`src/rtl/iac_pkg.sv`:
```
`default_nettype none
package iac_pkg;
    localparam int FRAC_BITS = 16;
    localparam int ONE = 1 << FRAC_BITS;
    localparam int EPS = (ONE + 500) / 1000;
    localparam int THRESH_RESET = (ONE * 2 + 5) / 10;
    localparam int CFG_W = 23;
    localparam int VAL_W = 18;
    localparam int SCALE_W = 24;
    localparam int ACC_W = 32;
    localparam int PROD_W = 2 * SCALE_W;
    localparam int FLAG_W = 6;
    localparam int FL_PRESS = 0;
    localparam int FL_TRIG = 1;
    localparam int FL_REL = 2;
    localparam int FL_HASTOG = 3;
    localparam int FL_ON = 4;
    localparam int FL_OFF = 5;

    typedef enum logic [0:0] {
        REG_WINDOW = 1'b0,
        REG_THRESH = 1'b1
    } t_reg_idx;

    typedef enum logic [2:0] {
        K_NONE    = 3'd0,
        K_BUTTON  = 3'd1,
        K_TOGGLE  = 3'd2,
        K_ANALOG  = 3'd3,
        K_DIGITAL = 3'd4
    } t_kind;

    typedef struct packed {
        t_kind                     kind;
        logic signed [SCALE_W-1:0] scale;
        logic [CFG_W-1:0]          deadzone;
        logic                      pressed;
        logic                      press_edge;
        logic                      release_edge;
        logic signed [SCALE_W-1:0] axis_sample;
        logic [CFG_W-1:0]          frame_time;
        logic                      last;
    } t_item;

    typedef struct packed {
        logic             start;
        logic [CFG_W-1:0] num;
        logic [CFG_W-1:0] den;
    } t_div_req;

    typedef struct packed {
        logic                 done;
        logic [FRAC_BITS-1:0] quo;
    } t_div_rsp;
endpackage
`default_nettype wire

```
`src/rtl/iac_front.sv`:
```
`default_nettype none
module iac_front (
    input  wire logic                       i_clk,
    input  wire logic                       i_rst_n,
    input  wire logic                       i_valid,
    output logic                            o_ready,
    input  wire logic                       i_is_axis,
    input  wire logic                       i_digital_mode,
    input  wire logic                       i_toggle_mode,
    input  wire logic signed [23:0]         i_scale,
    input  wire logic [22:0]                i_deadzone,
    input  wire logic                       i_pressed,
    input  wire logic                       i_press_edge,
    input  wire logic                       i_release_edge,
    input  wire logic signed [23:0]         i_axis_sample,
    input  wire logic [22:0]                i_frame_time,
    input  wire logic                       i_binding_valid,
    input  wire logic                       i_last,
    output iac_pkg::t_item                  o_head,
    output logic                            o_head_valid,
    input  wire logic                       i_pop
);
    import iac_pkg::*;

    t_item      r_mem [2];
    logic       r_wr_ptr;
    logic       r_rd_ptr;
    logic [1:0] r_cnt;
    t_item      word;
    logic       push;
    logic       pop;

    // classify the binding
    always_comb begin
        word.scale        = i_scale;
        word.deadzone     = i_deadzone;
        word.pressed      = i_pressed;
        word.press_edge   = i_press_edge;
        word.release_edge = i_release_edge;
        word.axis_sample  = i_axis_sample;
        word.frame_time   = i_frame_time;
        word.last         = i_last;
        if (!i_binding_valid) begin
            word.kind = K_NONE;
        end else if (!i_is_axis) begin
            word.kind = i_toggle_mode ? K_TOGGLE : K_BUTTON;
        end else begin
            word.kind = i_digital_mode ? K_DIGITAL : K_ANALOG;
        end
    end

    assign o_ready      = (r_cnt != 2'd2);
    assign push         = i_valid && o_ready;
    assign o_head_valid = (r_cnt != 2'd0);
    assign pop          = i_pop && o_head_valid;
    assign o_head       = r_mem[r_rd_ptr];

    always_ff @(posedge i_clk) begin
        if (push) begin
            r_mem[r_wr_ptr] <= word;
        end
    end

    always_ff @(posedge i_clk) begin
        if (!i_rst_n) begin
            r_wr_ptr <= 1'b0;
            r_rd_ptr <= 1'b0;
            r_cnt    <= 2'd0;
        end else begin
            if (push) begin
                r_wr_ptr <= !r_wr_ptr;
            end
            if (pop) begin
                r_rd_ptr <= !r_rd_ptr;
            end
            if (push && !pop) begin
                r_cnt <= r_cnt + 2'd1;
            end else if (pop && !push) begin
                r_cnt <= r_cnt - 2'd1;
            end
        end
    end
endmodule
`default_nettype wire

```
`src/rtl/iac_div.sv`:
```
`default_nettype none
module iac_div (
    input  wire logic                i_clk,
    input  wire logic                i_rst_n,
    input  wire iac_pkg::t_div_req   i_req,
    output iac_pkg::t_div_rsp        o_rsp
);
    import iac_pkg::*;

    localparam int CNT_W = $clog2(FRAC_BITS + 1);

    logic                 r_busy;
    logic                 r_done;
    logic [CNT_W-1:0]     r_cnt;
    logic [CFG_W:0]       r_rem;
    logic [CFG_W-1:0]     r_den;
    logic [FRAC_BITS-1:0] r_quo;
    logic [CFG_W:0]       rem2;
    logic                 fits;

    // restoring division, one quotient bit a cycle
    assign rem2 = {r_rem[CFG_W-1:0], 1'b0};
    assign fits = (rem2 >= {1'b0, r_den});

    always_ff @(posedge i_clk) begin
        if (i_req.start) begin
            r_rem <= {1'b0, i_req.num};
            r_den <= i_req.den;
            r_quo <= '0;
        end else if (r_busy) begin
            r_rem <= fits ? (rem2 - {1'b0, r_den}) : rem2;
            r_quo <= {r_quo[FRAC_BITS-2:0], fits};
        end
    end

    always_ff @(posedge i_clk) begin
        if (!i_rst_n) begin
            r_busy <= 1'b0;
            r_done <= 1'b0;
            r_cnt  <= '0;
        end else begin
            r_done <= 1'b0;
            if (i_req.start) begin
                r_busy <= 1'b1;
                r_cnt  <= CNT_W'(FRAC_BITS);
            end else if (r_busy) begin
                r_cnt <= r_cnt - CNT_W'(1);
                if (r_cnt == CNT_W'(1)) begin
                    r_busy <= 1'b0;
                    r_done <= 1'b1;
                end
            end
        end
    end

    assign o_rsp.done = r_done;
    assign o_rsp.quo  = r_quo;
endmodule
`default_nettype wire

```
`src/rtl/iac_back.sv`:
```
`default_nettype none
module iac_back (
    input  wire logic                        i_clk,
    input  wire logic                        i_rst_n,
    input  wire iac_pkg::t_item              i_head,
    input  wire logic                        i_head_valid,
    output logic                             o_pop,
    input  wire logic [22:0]                 i_window,
    input  wire logic [22:0]                 i_thresh,
    output iac_pkg::t_div_req                o_div_req,
    input  wire iac_pkg::t_div_rsp           i_div_rsp,
    output logic                             o_valid,
    input  wire logic                        i_ready,
    output logic signed [17:0]               o_action_value,
    output logic                             o_action_active,
    output logic                             o_action_triggered,
    output logic                             o_action_released
);
    import iac_pkg::*;

    typedef enum logic [5:0] {
        ST_IDLE = 6'b000001,
        ST_EXEC = 6'b000010,
        ST_END  = 6'b000100,
        ST_DIV  = 6'b001000,
        ST_MUL  = 6'b010000,
        ST_FIN  = 6'b100000
    } t_state;

    localparam int SP_W = VAL_W + 1 + FRAC_BITS + 1;
    localparam logic signed [ACC_W-1:0] ACC_ONE = ACC_W'(ONE);
    localparam logic signed [ACC_W-1:0] ACC_MONE = -ACC_ONE;
    localparam logic signed [PROD_W-1:0] P_MAX = (PROD_W'(1) <<< (ACC_W - 1)) - PROD_W'(1);
    localparam logic signed [PROD_W-1:0] P_MIN = -P_MAX - PROD_W'(1);

    function automatic logic signed [ACC_W-1:0] sat_add(
        input logic signed [ACC_W-1:0] a,
        input logic signed [ACC_W-1:0] b
    );
        logic [ACC_W:0] s;
        s = {a[ACC_W-1], a} + {b[ACC_W-1], b};
        if (s[ACC_W] != s[ACC_W-1]) begin
            return s[ACC_W] ? {1'b1, {(ACC_W-1){1'b0}}} : {1'b0, {(ACC_W-1){1'b1}}};
        end
        return $signed(s[ACC_W-1:0]);
    endfunction

    t_state                     r_state;
    t_item                      r_item;
    logic signed [PROD_W-1:0]   r_prod;
    logic signed [ACC_W-1:0]    r_sum;
    logic [FLAG_W-1:0]          r_flags;
    logic                       r_latch;
    logic signed [SCALE_W-1:0]  r_gain;
    logic signed [VAL_W-1:0]    r_last;
    logic signed [VAL_W-1:0]    r_v;
    logic                       r_smooth;
    logic [FRAC_BITS-1:0]       r_t;
    logic signed [SP_W-1:0]     r_sprod;
    logic                       r_out_valid;
    logic signed [VAL_W-1:0]    r_out_value;
    logic                       r_out_act;
    logic                       r_out_trig;
    logic                       r_out_rel;

    logic signed [ACC_W-1:0]    n_sum;
    logic [FLAG_W-1:0]          n_flags;
    logic                       n_latch;
    logic signed [SCALE_W-1:0]  n_gain;
    logic signed [PROD_W-1:0]   prod_sh;
    logic signed [ACC_W-1:0]    a_val;
    logic [ACC_W-1:0]           mag_a;
    logic [ACC_W-1:0]           dz_ext;
    logic [VAL_W-1:0]           mag_last;
    logic signed [ACC_W-1:0]    scale_ext;
    logic                       act_ax;

    logic signed [ACC_W-1:0]    v_tmp;
    logic [FLAG_W-1:0]          end_flags;
    logic signed [VAL_W:0]      diff;
    logic signed [SP_W-1:0]     sp_sh;
    logic signed [VAL_W-1:0]    s_val;
    logic [VAL_W-1:0]           mag_s;
    logic                       f_act;
    logic                       f_trig;
    logic                       f_rel;
    logic                       out_free;
    logic                       out_load;

    // per binding accumulate
    always_comb begin
        prod_sh   = r_prod >>> FRAC_BITS;
        if (prod_sh > P_MAX) begin
            a_val = {1'b0, {(ACC_W-1){1'b1}}};
        end else if (prod_sh < P_MIN) begin
            a_val = {1'b1, {(ACC_W-1){1'b0}}};
        end else begin
            a_val = prod_sh[ACC_W-1:0];
        end
        mag_a     = a_val[ACC_W-1] ? -a_val : a_val;
        dz_ext    = ACC_W'(r_item.deadzone);
        mag_last  = r_last[VAL_W-1] ? -r_last : r_last;
        scale_ext = ACC_W'(r_item.scale);
        act_ax    = (mag_a > dz_ext);
        n_sum     = r_sum;
        n_flags   = r_flags;
        n_latch   = r_latch;
        n_gain    = r_gain;
        unique case (r_item.kind)
            K_BUTTON, K_TOGGLE: begin
                if (r_item.pressed) n_flags[FL_PRESS] = 1'b1;
                if (r_item.press_edge) n_flags[FL_TRIG] = 1'b1;
                if (r_item.release_edge) n_flags[FL_REL] = 1'b1;
                if (r_item.kind == K_TOGGLE) begin
                    n_flags[FL_HASTOG] = 1'b1;
                    n_gain = r_item.scale;
                    if (r_item.press_edge) begin
                        n_latch = !r_latch;
                        if (!r_latch) begin
                            n_flags[FL_ON] = 1'b1;
                        end else begin
                            n_flags[FL_OFF] = 1'b1;
                        end
                    end
                end else if (r_item.pressed) begin
                    n_sum = sat_add(r_sum, scale_ext);
                end
            end
            K_ANALOG: begin
                if (act_ax) begin
                    n_sum = sat_add(r_sum, a_val);
                    n_flags[FL_PRESS] = 1'b1;
                end
            end
            K_DIGITAL: begin
                if (act_ax) begin
                    n_flags[FL_PRESS] = 1'b1;
                    n_sum = sat_add(r_sum, a_val[ACC_W-1] ? -scale_ext : scale_ext);
                    if (ACC_W'(mag_last) <= dz_ext) n_flags[FL_TRIG] = 1'b1;
                end else if (ACC_W'(mag_last) > dz_ext) begin
                    n_flags[FL_REL] = 1'b1;
                end
            end
            default: begin
            end
        endcase
    end

    // end of frame value and flags
    always_comb begin
        v_tmp     = r_sum;
        end_flags = r_flags;
        if (r_flags[FL_HASTOG]) begin
            if (r_latch) begin
                v_tmp = sat_add(r_sum, ACC_W'(r_gain));
                end_flags[FL_PRESS] = 1'b1;
            end
            if (r_flags[FL_ON]) end_flags[FL_TRIG] = 1'b1;
            if (r_flags[FL_OFF]) end_flags[FL_REL] = 1'b1;
        end
        if (v_tmp > ACC_ONE) v_tmp = ACC_ONE;
        if (v_tmp < ACC_MONE) v_tmp = ACC_MONE;
    end

    // smoothing and edge detection
    always_comb begin
        diff  = {r_v[VAL_W-1], r_v} - {r_last[VAL_W-1], r_last};
        sp_sh = r_sprod >>> FRAC_BITS;
        s_val = r_smooth ? (r_last + sp_sh[VAL_W-1:0]) : r_v;
        mag_s = s_val[VAL_W-1] ? -s_val : s_val;
        f_act = r_flags[FL_PRESS] || (mag_s > VAL_W'(EPS));
        f_trig = r_flags[FL_TRIG] || ((i_thresh != '0) &&
                 (CFG_W'(mag_s) >= i_thresh) && (CFG_W'(mag_last) < i_thresh));
        f_rel = r_flags[FL_REL] || ((i_thresh != '0) &&
                ((CFG_W+1)'({mag_s, 1'b0}) <= {1'b0, i_thresh}) &&
                ((CFG_W+1)'({mag_last, 1'b0}) > {1'b0, i_thresh}));
    end

    assign out_free = !r_out_valid || i_ready;
    assign out_load = (r_state == ST_FIN) && out_free;
    assign o_pop    = (r_state == ST_IDLE) && i_head_valid;

    assign o_div_req.start = (r_state == ST_END) && (i_window != '0) &&
                             (r_item.frame_time != '0) && (r_item.frame_time < i_window);
    assign o_div_req.num   = r_item.frame_time;
    assign o_div_req.den   = i_window;

    always_ff @(posedge i_clk) begin
        if (o_pop) begin
            r_item <= i_head;
            r_prod <= i_head.axis_sample * i_head.scale;
        end
        if (r_state == ST_END) begin
            r_v      <= v_tmp[VAL_W-1:0];
            r_smooth <= o_div_req.start;
        end
        if (i_div_rsp.done) begin
            r_t <= i_div_rsp.quo;
        end
        if (r_state == ST_MUL) begin
            r_sprod <= diff * $signed({1'b0, r_t});
        end
        if (out_load) begin
            r_out_value <= s_val;
            r_out_act   <= f_act;
            r_out_trig  <= f_trig;
            r_out_rel   <= f_rel;
        end
    end

    always_ff @(posedge i_clk) begin
        if (!i_rst_n) begin
            r_state     <= ST_IDLE;
            r_sum       <= '0;
            r_flags     <= '0;
            r_latch     <= 1'b0;
            r_gain      <= SCALE_W'(ONE);
            r_last      <= '0;
            r_out_valid <= 1'b0;
        end else begin
            if (out_load) begin
                r_out_valid <= 1'b1;
            end else if (i_ready) begin
                r_out_valid <= 1'b0;
            end
            unique case (r_state)
                ST_IDLE: begin
                    if (i_head_valid) r_state <= ST_EXEC;
                end
                ST_EXEC: begin
                    r_sum   <= n_sum;
                    r_flags <= n_flags;
                    r_latch <= n_latch;
                    r_gain  <= n_gain;
                    r_state <= r_item.last ? ST_END : ST_IDLE;
                end
                ST_END: begin
                    r_flags <= end_flags;
                    if (!r_flags[FL_HASTOG]) begin
                        r_latch <= 1'b0;
                        r_gain  <= SCALE_W'(ONE);
                    end
                    r_state <= o_div_req.start ? ST_DIV : ST_FIN;
                end
                ST_DIV: begin
                    if (i_div_rsp.done) r_state <= ST_MUL;
                end
                ST_MUL: begin
                    r_state <= ST_FIN;
                end
                ST_FIN: begin
                    if (out_free) begin
                        r_last      <= s_val;
                        r_sum       <= '0;
                        r_flags     <= '0;
                        r_state     <= ST_IDLE;
                    end
                end
                default: begin
                    r_state <= ST_IDLE;
                end
            endcase
        end
    end

    assign o_valid            = r_out_valid;
    assign o_action_value     = r_out_value;
    assign o_action_active    = r_out_act;
    assign o_action_triggered = r_out_trig;
    assign o_action_released  = r_out_rel;
endmodule
`default_nettype wire

```
`src/rtl/input_action_conditioner.sv`:
```
// input_action_conditioner: conditions one game action from its bindings.
// input channel (i_valid/o_ready): one word per binding, i_last closes a frame.
// output channel (o_valid/i_ready): one word per frame with the smoothed value
// and the active, triggered and released flags.
// configuration: i_cfg_we writes i_cfg_data into register i_cfg_idx
// (0 smoothing window, 1 analog threshold); the user writes only while the
// block is idle, which the block does not enforce. a two-entry queue takes
// input words while the back end works, which reads each binding with its
// product, then updates; a closing word then passes the end and result
// states, with smoothing also the 16-step divider for frame_time / window.
// reset clears the frame, the toggle latch, the kept value and the queue;
// window resets to zero, threshold to 0.2.
// while the receiver stalls the result is held in the output register; the
// next frame is accumulated and then waits for that register to empty.
`default_nettype none
module input_action_conditioner (
    input  wire logic               i_clk,
    input  wire logic               i_rst_n,
    input  wire logic               i_valid,
    output logic                    o_ready,
    input  wire logic               i_is_axis,
    input  wire logic               i_digital_mode,
    input  wire logic               i_toggle_mode,
    input  wire logic signed [23:0] i_scale,
    input  wire logic [22:0]        i_deadzone,
    input  wire logic               i_pressed,
    input  wire logic               i_press_edge,
    input  wire logic               i_release_edge,
    input  wire logic signed [23:0] i_axis_sample,
    input  wire logic [22:0]        i_frame_time,
    input  wire logic               i_binding_valid,
    input  wire logic               i_last,
    output logic                    o_valid,
    input  wire logic               i_ready,
    output logic signed [17:0]      o_action_value,
    output logic                    o_action_active,
    output logic                    o_action_triggered,
    output logic                    o_action_released,
    input  wire logic               i_cfg_we,
    input  wire logic [0:0]         i_cfg_idx,
    input  wire logic [22:0]        i_cfg_data
);
    import iac_pkg::*;

    logic [CFG_W-1:0] r_window;
    logic [CFG_W-1:0] r_thresh;
    t_item            head;
    logic             head_valid;
    logic             pop;
    t_div_req         div_req;
    t_div_rsp         div_rsp;

    always_ff @(posedge i_clk) begin
        if (!i_rst_n) begin
            r_window <= '0;
            r_thresh <= CFG_W'(THRESH_RESET);
        end else if (i_cfg_we) begin
            unique case (t_reg_idx'(i_cfg_idx))
                REG_WINDOW: r_window <= i_cfg_data;
                REG_THRESH: r_thresh <= i_cfg_data;
                default: begin
                end
            endcase
        end
    end

    iac_front u_front (
        .i_clk           (i_clk),
        .i_rst_n         (i_rst_n),
        .i_valid         (i_valid),
        .o_ready         (o_ready),
        .i_is_axis       (i_is_axis),
        .i_digital_mode  (i_digital_mode),
        .i_toggle_mode   (i_toggle_mode),
        .i_scale         (i_scale),
        .i_deadzone      (i_deadzone),
        .i_pressed       (i_pressed),
        .i_press_edge    (i_press_edge),
        .i_release_edge  (i_release_edge),
        .i_axis_sample   (i_axis_sample),
        .i_frame_time    (i_frame_time),
        .i_binding_valid (i_binding_valid),
        .i_last          (i_last),
        .o_head          (head),
        .o_head_valid    (head_valid),
        .i_pop           (pop)
    );

    iac_div u_div (
        .i_clk   (i_clk),
        .i_rst_n (i_rst_n),
        .i_req   (div_req),
        .o_rsp   (div_rsp)
    );

    iac_back u_back (
        .i_clk              (i_clk),
        .i_rst_n            (i_rst_n),
        .i_head             (head),
        .i_head_valid       (head_valid),
        .o_pop              (pop),
        .i_window           (r_window),
        .i_thresh           (r_thresh),
        .o_div_req          (div_req),
        .i_div_rsp          (div_rsp),
        .o_valid            (o_valid),
        .i_ready            (i_ready),
        .o_action_value     (o_action_value),
        .o_action_active    (o_action_active),
        .o_action_triggered (o_action_triggered),
        .o_action_released  (o_action_released)
    );

    a_value_range: assert property (@(posedge i_clk) disable iff (!i_rst_n)
        o_valid |-> (o_action_value <= VAL_W'(ONE)) && (o_action_value >= -VAL_W'(ONE)))
        else $error("action value out of range");

    a_div_no_early_done: assert property (@(posedge i_clk) disable iff (!i_rst_n)
        div_req.start |=> !div_rsp.done)
        else $error("divider finished too early");

    a_div_done_pulse: assert property (@(posedge i_clk) disable iff (!i_rst_n)
        div_rsp.done |=> !div_rsp.done)
        else $error("divider done held");

    a_pop_needs_head: assert property (@(posedge i_clk) disable iff (!i_rst_n)
        pop |-> head_valid)
        else $error("queue read while empty");
endmodule
`default_nettype wire

```
`config.mk`:
```
export PLATFORM = sky130hd
export DESIGN_NAME = input_action_conditioner
export DESIGN_NICKNAME = d
export VERILOG_FILES = /design/src/rtl/iac_pkg.sv /design/src/rtl/iac_front.sv /design/src/rtl/iac_div.sv /design/src/rtl/iac_back.sv /design/src/rtl/input_action_conditioner.sv
export SDC_FILE = /design/constraint.sdc
export NUM_CORES = 2
export LEC_CHECK = 0
export BUFFER_PORTS_ARGS = -buffer_cell sky130_fd_sc_hd__buf_2
export CORE_MARGIN = 2
export CORE_UTILIZATION = 25
export CTS_CLUSTER_DIAMETER = 30
export DETAILED_ROUTE_END_ITERATION = 8
export PLACE_DENSITY = 0.39
export SETUP_SLACK_MARGIN = 0.5
export SLEW_MARGIN = 5
export SYNTH_ARGS = -nofsm -noshare
export SYNTH_HDL_FRONTEND = slang
export SYNTH_SLANG_ARGS = --single-unit
export TNS_END_PERCENT = 100
```
`constraint.sdc`:
```
create_clock -name i_clk -period 11.84 [get_ports i_clk]
set_input_delay 0.592 -clock i_clk [delete_from_list [all_inputs] [get_ports i_clk]]
set_output_delay 0.592 -clock i_clk [all_outputs]
set_load 0.01 [all_outputs]
```
# --- After elaboration in Yosys (flattened, before gate mapping) ---
# Memory sizes are Yosys's and may differ from the RTL's. A register that Yosys moved wholly into a read port is not among the register bits.
# Index checks and enable logic that the tools add are counted.
classes:
  reduce_logical: 49
  n_shift: 0
  mul: 2
  n_bitwise: 4
  n_div: 0
  n_lt_le_gt_ge: 14
  n_addsub: 14
  n_eq_ne: 40
  mux: 98
ops:
  columns: ["operator", "n"]
  rows:
  - ["32-bit 2-to-1 mux", 24]
  - ["32-bit case mux with 3 select lines", 1]
  - ["24-bit 2-to-1 mux", 3]
  - ["23-bit 2-to-1 mux", 3]
  - ["23-bit nonzero test", 3]
  - ["32-bit by 24-bit adder with 33-bit output", 2]
  - ["32-bit by 32-bit adder with 33-bit output", 2]
  - ["32-bit case mux with 2 select lines", 1]
  - ["18-bit 2-to-1 mux", 3]
  - ["24-bit by 24-bit multiplier with 48-bit output", 1]
  - ["24-bit case mux with 2 select lines", 1]
  - ["1-bit 2-to-1 mux", 38]
  - ["18-bit negator", 2]
  - ["6-bit case mux with 6 select lines", 1]
  - ["19-bit by 17-bit multiplier with 34-bit output", 1]
  - ["32-bit by 18-bit greater-than comparator with 1-bit output, second input constant", 1]
  - ["32-bit by 23-bit greater-than comparator with 1-bit output", 1]
  - ["32-bit greater-than comparator, second input constant", 1]
  - ["32-bit by 17-bit < comparator with 1-bit output, second input constant", 1]
  - ["32-bit < comparator, second input constant", 1]
  - ["24-bit negator with 32-bit output", 1]
  - ["32-bit negator", 1]
  - ["6-bit 2-to-1 mux", 5]
  - ["24-bit by 23-bit >= comparator with 1-bit output", 1]
  - ["other kinds (51)", 122]
totals:
  n_memories: 1
  mem_bits_ro: 0
  inputBits: 131
  ramBits: 202
  register_bits: 422
  latchBits: 0
  output_inout_bits: 23
mem_list:
  columns: ["name", "words", "width", "rd", "rd_clocked_by_memory_dff", "write_ports", "line_no", "source"]
  rows:
  - ["u_front.r_mem", 2, 101, 1, 1, 1, "iac_front.sv:25", "t_item r_mem [2];"]

# --- Depth between registers and ports, before layout ---
logic_depth:
  word_depth: 13
  mapped_depth: 40

# --- Cells and area by module ---
# A second synthesis with hierarchy kept.
hier_totals:
  cells_unflattened: 7136
  area_unflattened_um2: 68784.7
modules_own_cells:
  columns: ["mod", "area_per_inst_um2", "seq_area_each_um2", "cells_each", "instances"]
  rows:
  - ["iac_back", 55375.6, 7257.0, 6200, 1]
  - ["iac_front", 7589.8, 6165.9, 345, 1]
  - ["iac_div", 4010.1, 1841.8, 404, 1]
  - ["input_action_conditioner", 1809.2, 920.9, 187, 1]

# --- Least setup slack after synthesis ---
# No wires, ideal clock.
synth_timing:
  kind: "register -> register"
  from: "reg u_back.r_v[0]"
  to: "reg u_back.r_sprod[33] (data pin)"
  required_time_ps: 11580
  synth_period_minus_slack_ps: 9052
  stages_incl_launch_ff: 40
  t_arrival_ps: 8792
  path_slack_ps: 2788
  n_path_buf: 1
  cell_sequence: "edfxtp_1 -> inv_1 -> ha_1 -> inv_1 -> fa_1 -> a21o_1 -> a21oi_1 -> nand2b_1 -> a21boi_0 -> o21ai_0 -> nand2_1 -> a41o_1 -> o41a_1 -> nand2_1 -> nand2_1 -> a21oi_1 -> xnor2_1 -> clkbuf_1 -> [... 4 more ...] -> inv_1 -> fa_1 -> fa_1 -> inv_1 -> fa_1 -> inv_1 -> ha_1 -> a21oi_1 -> nor2b_1 -> o21ai_0 -> o2111ai_1 -> o31a_1 -> a211oi_1 -> a21oi_1 -> and2_1 -> a311o_1 -> a21oi_1 -> xnor2_1"
synth_via:
  elab_chain_cells: 2
synth_rtl:
  columns: ["element", "line_no", "source"]
  rows:
  - ["start, declared", "iac_back.sv:56", "logic signed [VAL_W-1:0] r_v;"]
  - ["start signal, assigned", "iac_back.sv:194", "r_v <= v_tmp[VAL_W-1:0];"]
  - ["18-bit by 18-bit subtractor with 19-bit output", "iac_back.sv:167", "diff = {r_v[VAL_W-1], r_v} - {r_last[VAL_W-1], r_last};"]
  - ["19-bit by 17-bit multiplier with 34-bit output", "iac_back.sv:201", "r_sprod <= diff * $signed({1'b0, r_t});"]
  - ["end signal, assigned", "iac_back.sv:201", null]
  - ["end, declared", "iac_back.sv:59", "logic signed [SP_W-1:0] r_sprod;"]
# No other way between the ends.
# A chain may end at the register's enable or synchronous reset.

# --- Worst setup path after layout ---
# Ends and elaborated chain as after synthesis.

==> metrics.txt <==
# TYPE chip_impl_metric gauge
chip_impl_info{name="outcome",value="completed"} 1
chip_impl_info{name="cp_top_family",value="compound AO/OA/AOI/OAI gates"} 1
chip_impl_metric{name="worst-path-max-fanout",unit=""} 16
chip_impl_metric{name="transition_time_at_the_pin_with_the_least_slew_margin",unit="ns"} 1.184
chip_impl_metric{name="cts.sinks",unit=""} 593
chip_impl_metric{name="finalSetupViolCount",unit=""} 0
chip_impl_metric{name="synthCells",unit=""} 7003
chip_impl_metric{name="achievable-frequency",unit="MHz"} 98.11
chip_impl_metric{name="grt_max_degree",unit=""} 72
chip_impl_metric{name="wl",unit="mm"} 235.7
chip_impl_metric{name="cap_viol_max_count",unit=""} 0
chip_impl_info{name="cts.root.buffer_cell",value="sky130_fd_sc_hd__clkbuf_16"} 1
chip_impl_metric{name="start_util",unit="%"} 25.09
chip_impl_metric{name="route.detailed.wl_per_inst",unit="um"} 21.45
chip_impl_metric{name="drive_above_1_share",unit="%"} 9.684
chip_impl_metric{name="synth-edff-count",unit=""} 431
chip_impl_metric{name="die_area",unit="um2"} 272600
chip_impl_metric{name="ys_warn_count",unit=""} 0
chip_impl_info{name="hold_class",value="in -> reg"} 1
chip_impl_metric{name="path_clk_slew",unit="ns"} 0.04
chip_impl_metric{name="timing.critical_path.buf_inv",unit=""} 7
chip_impl_metric{name="max-clock-path-buffers",unit=""} 4
chip_impl_metric{name="fp.dieW",unit="um"} 522.1
chip_impl_info{name="holdCritStartpoint",value="i_axis_sample[20]"} 1
chip_impl_metric{name="post-place-ws",unit="ns"} 1.628
chip_impl_metric{name="path_depth",unit=""} 38
chip_impl_metric{name="routed-via-count",unit=""} 50840
chip_impl_metric{name="global_route.overflow_total",unit=""} 0
chip_impl_metric{name="die-height",unit="um"} 522.1
chip_impl_metric{name="post-route-worst-setup-slack",unit="ns"} 1.648
chip_impl_metric{name="final-instance-count-excl-fill",unit=""} 10990
chip_impl_metric{name="maxSlewViolCount",unit=""} 0
chip_impl_metric{name="drc",unit=""} 0
chip_impl_info{name="r2r_end",value="u_back.r_sprod[33]"} 1
chip_impl_metric{name="numCtsBuffers",unit=""} 190
chip_impl_metric{name="final_min_period_over_clock_period",unit="%"} 86.08
chip_impl_metric{name="numPlacedInstances",unit=""} 10580
chip_impl_info{name="cp_slowest_cell",value="sky130_fd_sc_hd__fa_1"} 1
chip_impl_metric{name="antenna_found_initial",unit=""} 6
chip_impl_metric{name="synth.distinct_cells",unit=""} 101
chip_impl_metric{name="timing.hold.worst_path_depth",unit=""} 1
chip_impl_metric{name="cp.arrival",unit="ns"} 10.71
chip_impl_metric{name="max_stage_delay",unit="ns"} 0.55
chip_impl_info{name="cts_tree",value="built"} 1
chip_impl_info{name="setup.worst_path.class",value="reg -> reg"} 1
chip_impl_metric{name="antennaDiodeCount",unit=""} 0
chip_impl_metric{name="final.min_clock_period",unit="ns"} 10.19
chip_impl_metric{name="gpl.final_weighted_congestion",unit=""} 0.8720
chip_impl_metric{name="grt_first_pass_wirelength",unit="mm"} 354.4
chip_impl_metric{name="placement_rows",unit=""} 190
chip_impl_metric{name="number_of_vias_per_cell",unit=""} 4.627
chip_impl_info{name="synth-main-ff-cell",value="sky130_fd_sc_hd__edfxtp_1"} 1
chip_impl_metric{name="ios",unit=""} 154
chip_impl_info{name="r2r-start",value="u_back.r_v[0]"} 1
chip_impl_metric{name="layout_overhead_on_the_synthesized_area",unit="%"} 18.32
chip_impl_info{name="critical_path.startpoint_type",value="register"} 1
chip_impl_metric{name="ff_latch_area",unit="um2"} 16190
chip_impl_metric{name="worst_ep_required_time",unit="ns"} 12.36
chip_impl_metric{name="synth_seq_cells",unit=""} 593
chip_impl_metric{name="timing_hold_violations_final",unit=""} 0
chip_impl_metric{name="netlist_area",unit="um2"} 67100
chip_impl_metric{name="ctsHtreeMaxLevel",unit=""} 4
chip_impl_metric{name="syn_area_per_cell",unit="um2"} 9.582
chip_impl_info{name="cell_repeated_most_along_the_worst_path",value="sky130_fd_sc_hd__fa_1"} 1
chip_impl_metric{name="timing.slew.headroom",unit="%"} 20.97
chip_impl_info{name="critPathCaptureType",value="register"} 1
chip_impl_metric{name="async_s_r_ff_share_synth",unit="%"} 0
chip_impl_metric{name="first_global_vias",unit=""} 54970
chip_impl_metric{name="sequential_area_share_after_synthesis",unit="%"} 24.12
chip_impl_metric{name="r2r_slack",unit="ns"} 1.65
chip_impl_metric{name="place.port_buffers",unit=""} 153
chip_impl_metric{name="core_area",unit="um2"} 267400
chip_impl_metric{name="grt_util_overall",unit="%"} 17.35
chip_impl_info{name="hold_end",value="u_front.r_mem[0][44]"} 1
chip_impl_metric{name="worst_clock_skew",unit="ns"} 0.1105
chip_impl_info{name="setup_repair_after_global_routing_missed_its_margin",value="false"} 1
chip_impl_metric{name="place_hpwl",unit="mm"} 186.5
chip_impl_metric{name="drt.antenna.violating_nets",unit=""} 0
chip_impl_metric{name="area_of_the_multi_input_gates",unit="um2"} 45740
chip_impl_metric{name="reg2regPathDepth",unit=""} 38
chip_impl_metric{name="layout.nets",unit=""} 8866
chip_impl_metric{name="fin_setup_tns",unit="ns"} 0
chip_impl_metric{name="dr.first_iter.drc_count",unit=""} 2665
chip_impl_metric{name="count_of_tritonroute_iterations_in_the_first_routing_pass",unit=""} 5
chip_impl_metric{name="postSynthNetCount",unit=""} 8577
chip_impl_metric{name="worst_skew_late_latency",unit="ns"} 0.86
chip_impl_metric{name="cts-resized-gates",unit=""} 0
chip_impl_metric{name="nFillCells",unit=""} 28110
-- worst reg2reg max path: cells and delay by family (launching register included) --
kind	cells	cell delay [ns]
and+or+nand+nor	4	0.65
DFF	1	0.41
xor gates and xnor gates	2	0.26
adders and majority gates	9	3.82
buffers and inverters	7	0.55
AOI/OAI and AO/OA	16	4.25
-- cell families (layout without fill, tap and decap cells) --
kind of cell	after synthesis	after routing	synth area share, %
adder cells (fa/ha/maj)	1444	1444	37.00
AO/OA/AOI/OAI	1126	1126	10.82
AND/OR/NAND/NOR	1956	1956	13.36
flip-flops	593	593	24.12
XOR/XNOR	313	313	4.085
buffers and inverters	1399	1831	7.857
multiplexers	172	172	2.758
-- sequential cells by signal, indices dropped and copies added (netlist names), 23 cells and up, named ones only --
name	flops
u_div.r_den	23
u_front.r_mem	202
r_window	23
u_div.r_rem	23
u_back.r_item	31
r_thresh	23
u_back.r_prod	32
u_back.r_sum	32
u_back.o_div_req	23
u_back.dz_ext	23
u_back.r_gain	24
-- synthesized netlist by cell type (115+ instances only) --
cell type	number	share of area (%)
sky130_fd_sc_hd__fa_1	901	27
sky130_fd_sc_hd__o21ai_0	230	1.7
sky130_fd_sc_hd__nor2_1	485	2.7
sky130_fd_sc_hd__and2_1	150	1.4
sky130_fd_sc_hd__a21oi_1	324	2.4
sky130_fd_sc_hd__ha_1	542	10
sky130_fd_sc_hd__inv_1	1134	6.3
sky130_fd_sc_hd__dfxtp_1	162	4.8
sky130_fd_sc_hd__a21o_1	115	1.3
sky130_fd_sc_hd__edfxtp_1	431	19
sky130_fd_sc_hd__nand2_1	808	4.5
sky130_fd_sc_hd__xnor2_1	225	2.9
sky130_fd_sc_hd__clkbuf_1	230	1.3
-- timing repair --
action	4_1_cts	5_1_grt
setup buffers	0	0
hold endpoints to repair	153	0
hold buffers	77	0
-- cell type report --
cell class                      instances  share of cell area, %
Clock buffer                          233                  6.319
Clock inverter                        102                  1.532
Inverter                             1137                  5.375
Multi-Input combinational cell       5011                  57.61
Sequential cell                       593                  20.39
Tap cell                             3552                  5.597
Timing Repair Buffer                  359                  3.174
-- metal layers --
layer | wire [um] | up-vias | share of wire, % | GRT usage (%)
li1 | - | 23640 | - | -
met4 | 6445 | 0 | 2.7 | 4.791
met3 | 8640 | 301 | 3.7 | 2.085
met1 | 103400 | 25800 | 44 | 22.13
met2 | 117200 | 1098 | 50 | 30.69
met5 | 0 | - | 0 | 0
-- worst max path at each step --
stage,slack (ns),from,to
floorplan,2.79,u_back.r_v[0],u_back.r_sprod[33]
global placement,1.74,u_back.r_v[0],u_back.r_sprod[33]
detailed placement,1.63,u_back.r_last[1],u_back.r_sprod[33]
CTS,1.61,u_back.r_v[0],u_back.r_sprod[33]
global route,0.82,u_back.r_last[1],u_back.r_sprod[33]
finish,1.65,u_back.r_v[0],u_back.r_sprod[33]
-- placed cells by master, fill, tap and decap left out, drive strengths merged, types with 82 or more instances in the layout --
cell,n
and2,151
nor3,93
mux2,103
fa,901
ha,542
a21boi,82
dfxtp,162
clkbuf,233
xor2,88
xnor2,225
inv,1137
nor2,486
nand2,809
a21o,115
o21ai,243
buf,282
a21oi,324
edfxtp,431
-- metrics by stage --
| step | hold slack (ns) | util [%] | cell area, um2 |
|---|---|---|---|
| 2_1_floorplan | 0.4076 | - | 67100 |
| 3_3_place_gp | 0.4096 | 27.07 | 72390 |
| 3_5_place_dp | 0.4265 | 27.07 | 72390 |
| 4_1_cts | 0.001379 | 29.69 | 79400 |
| 5_1_grt | 0.01857 | 29.69 | 79400 |
| 6_report | 0.05856 | 29.69 | 79400 |
Power is left out: the tool's default activity adds up to more than one toggle a clock period on the data nets, which glitch-free logic cannot reach.
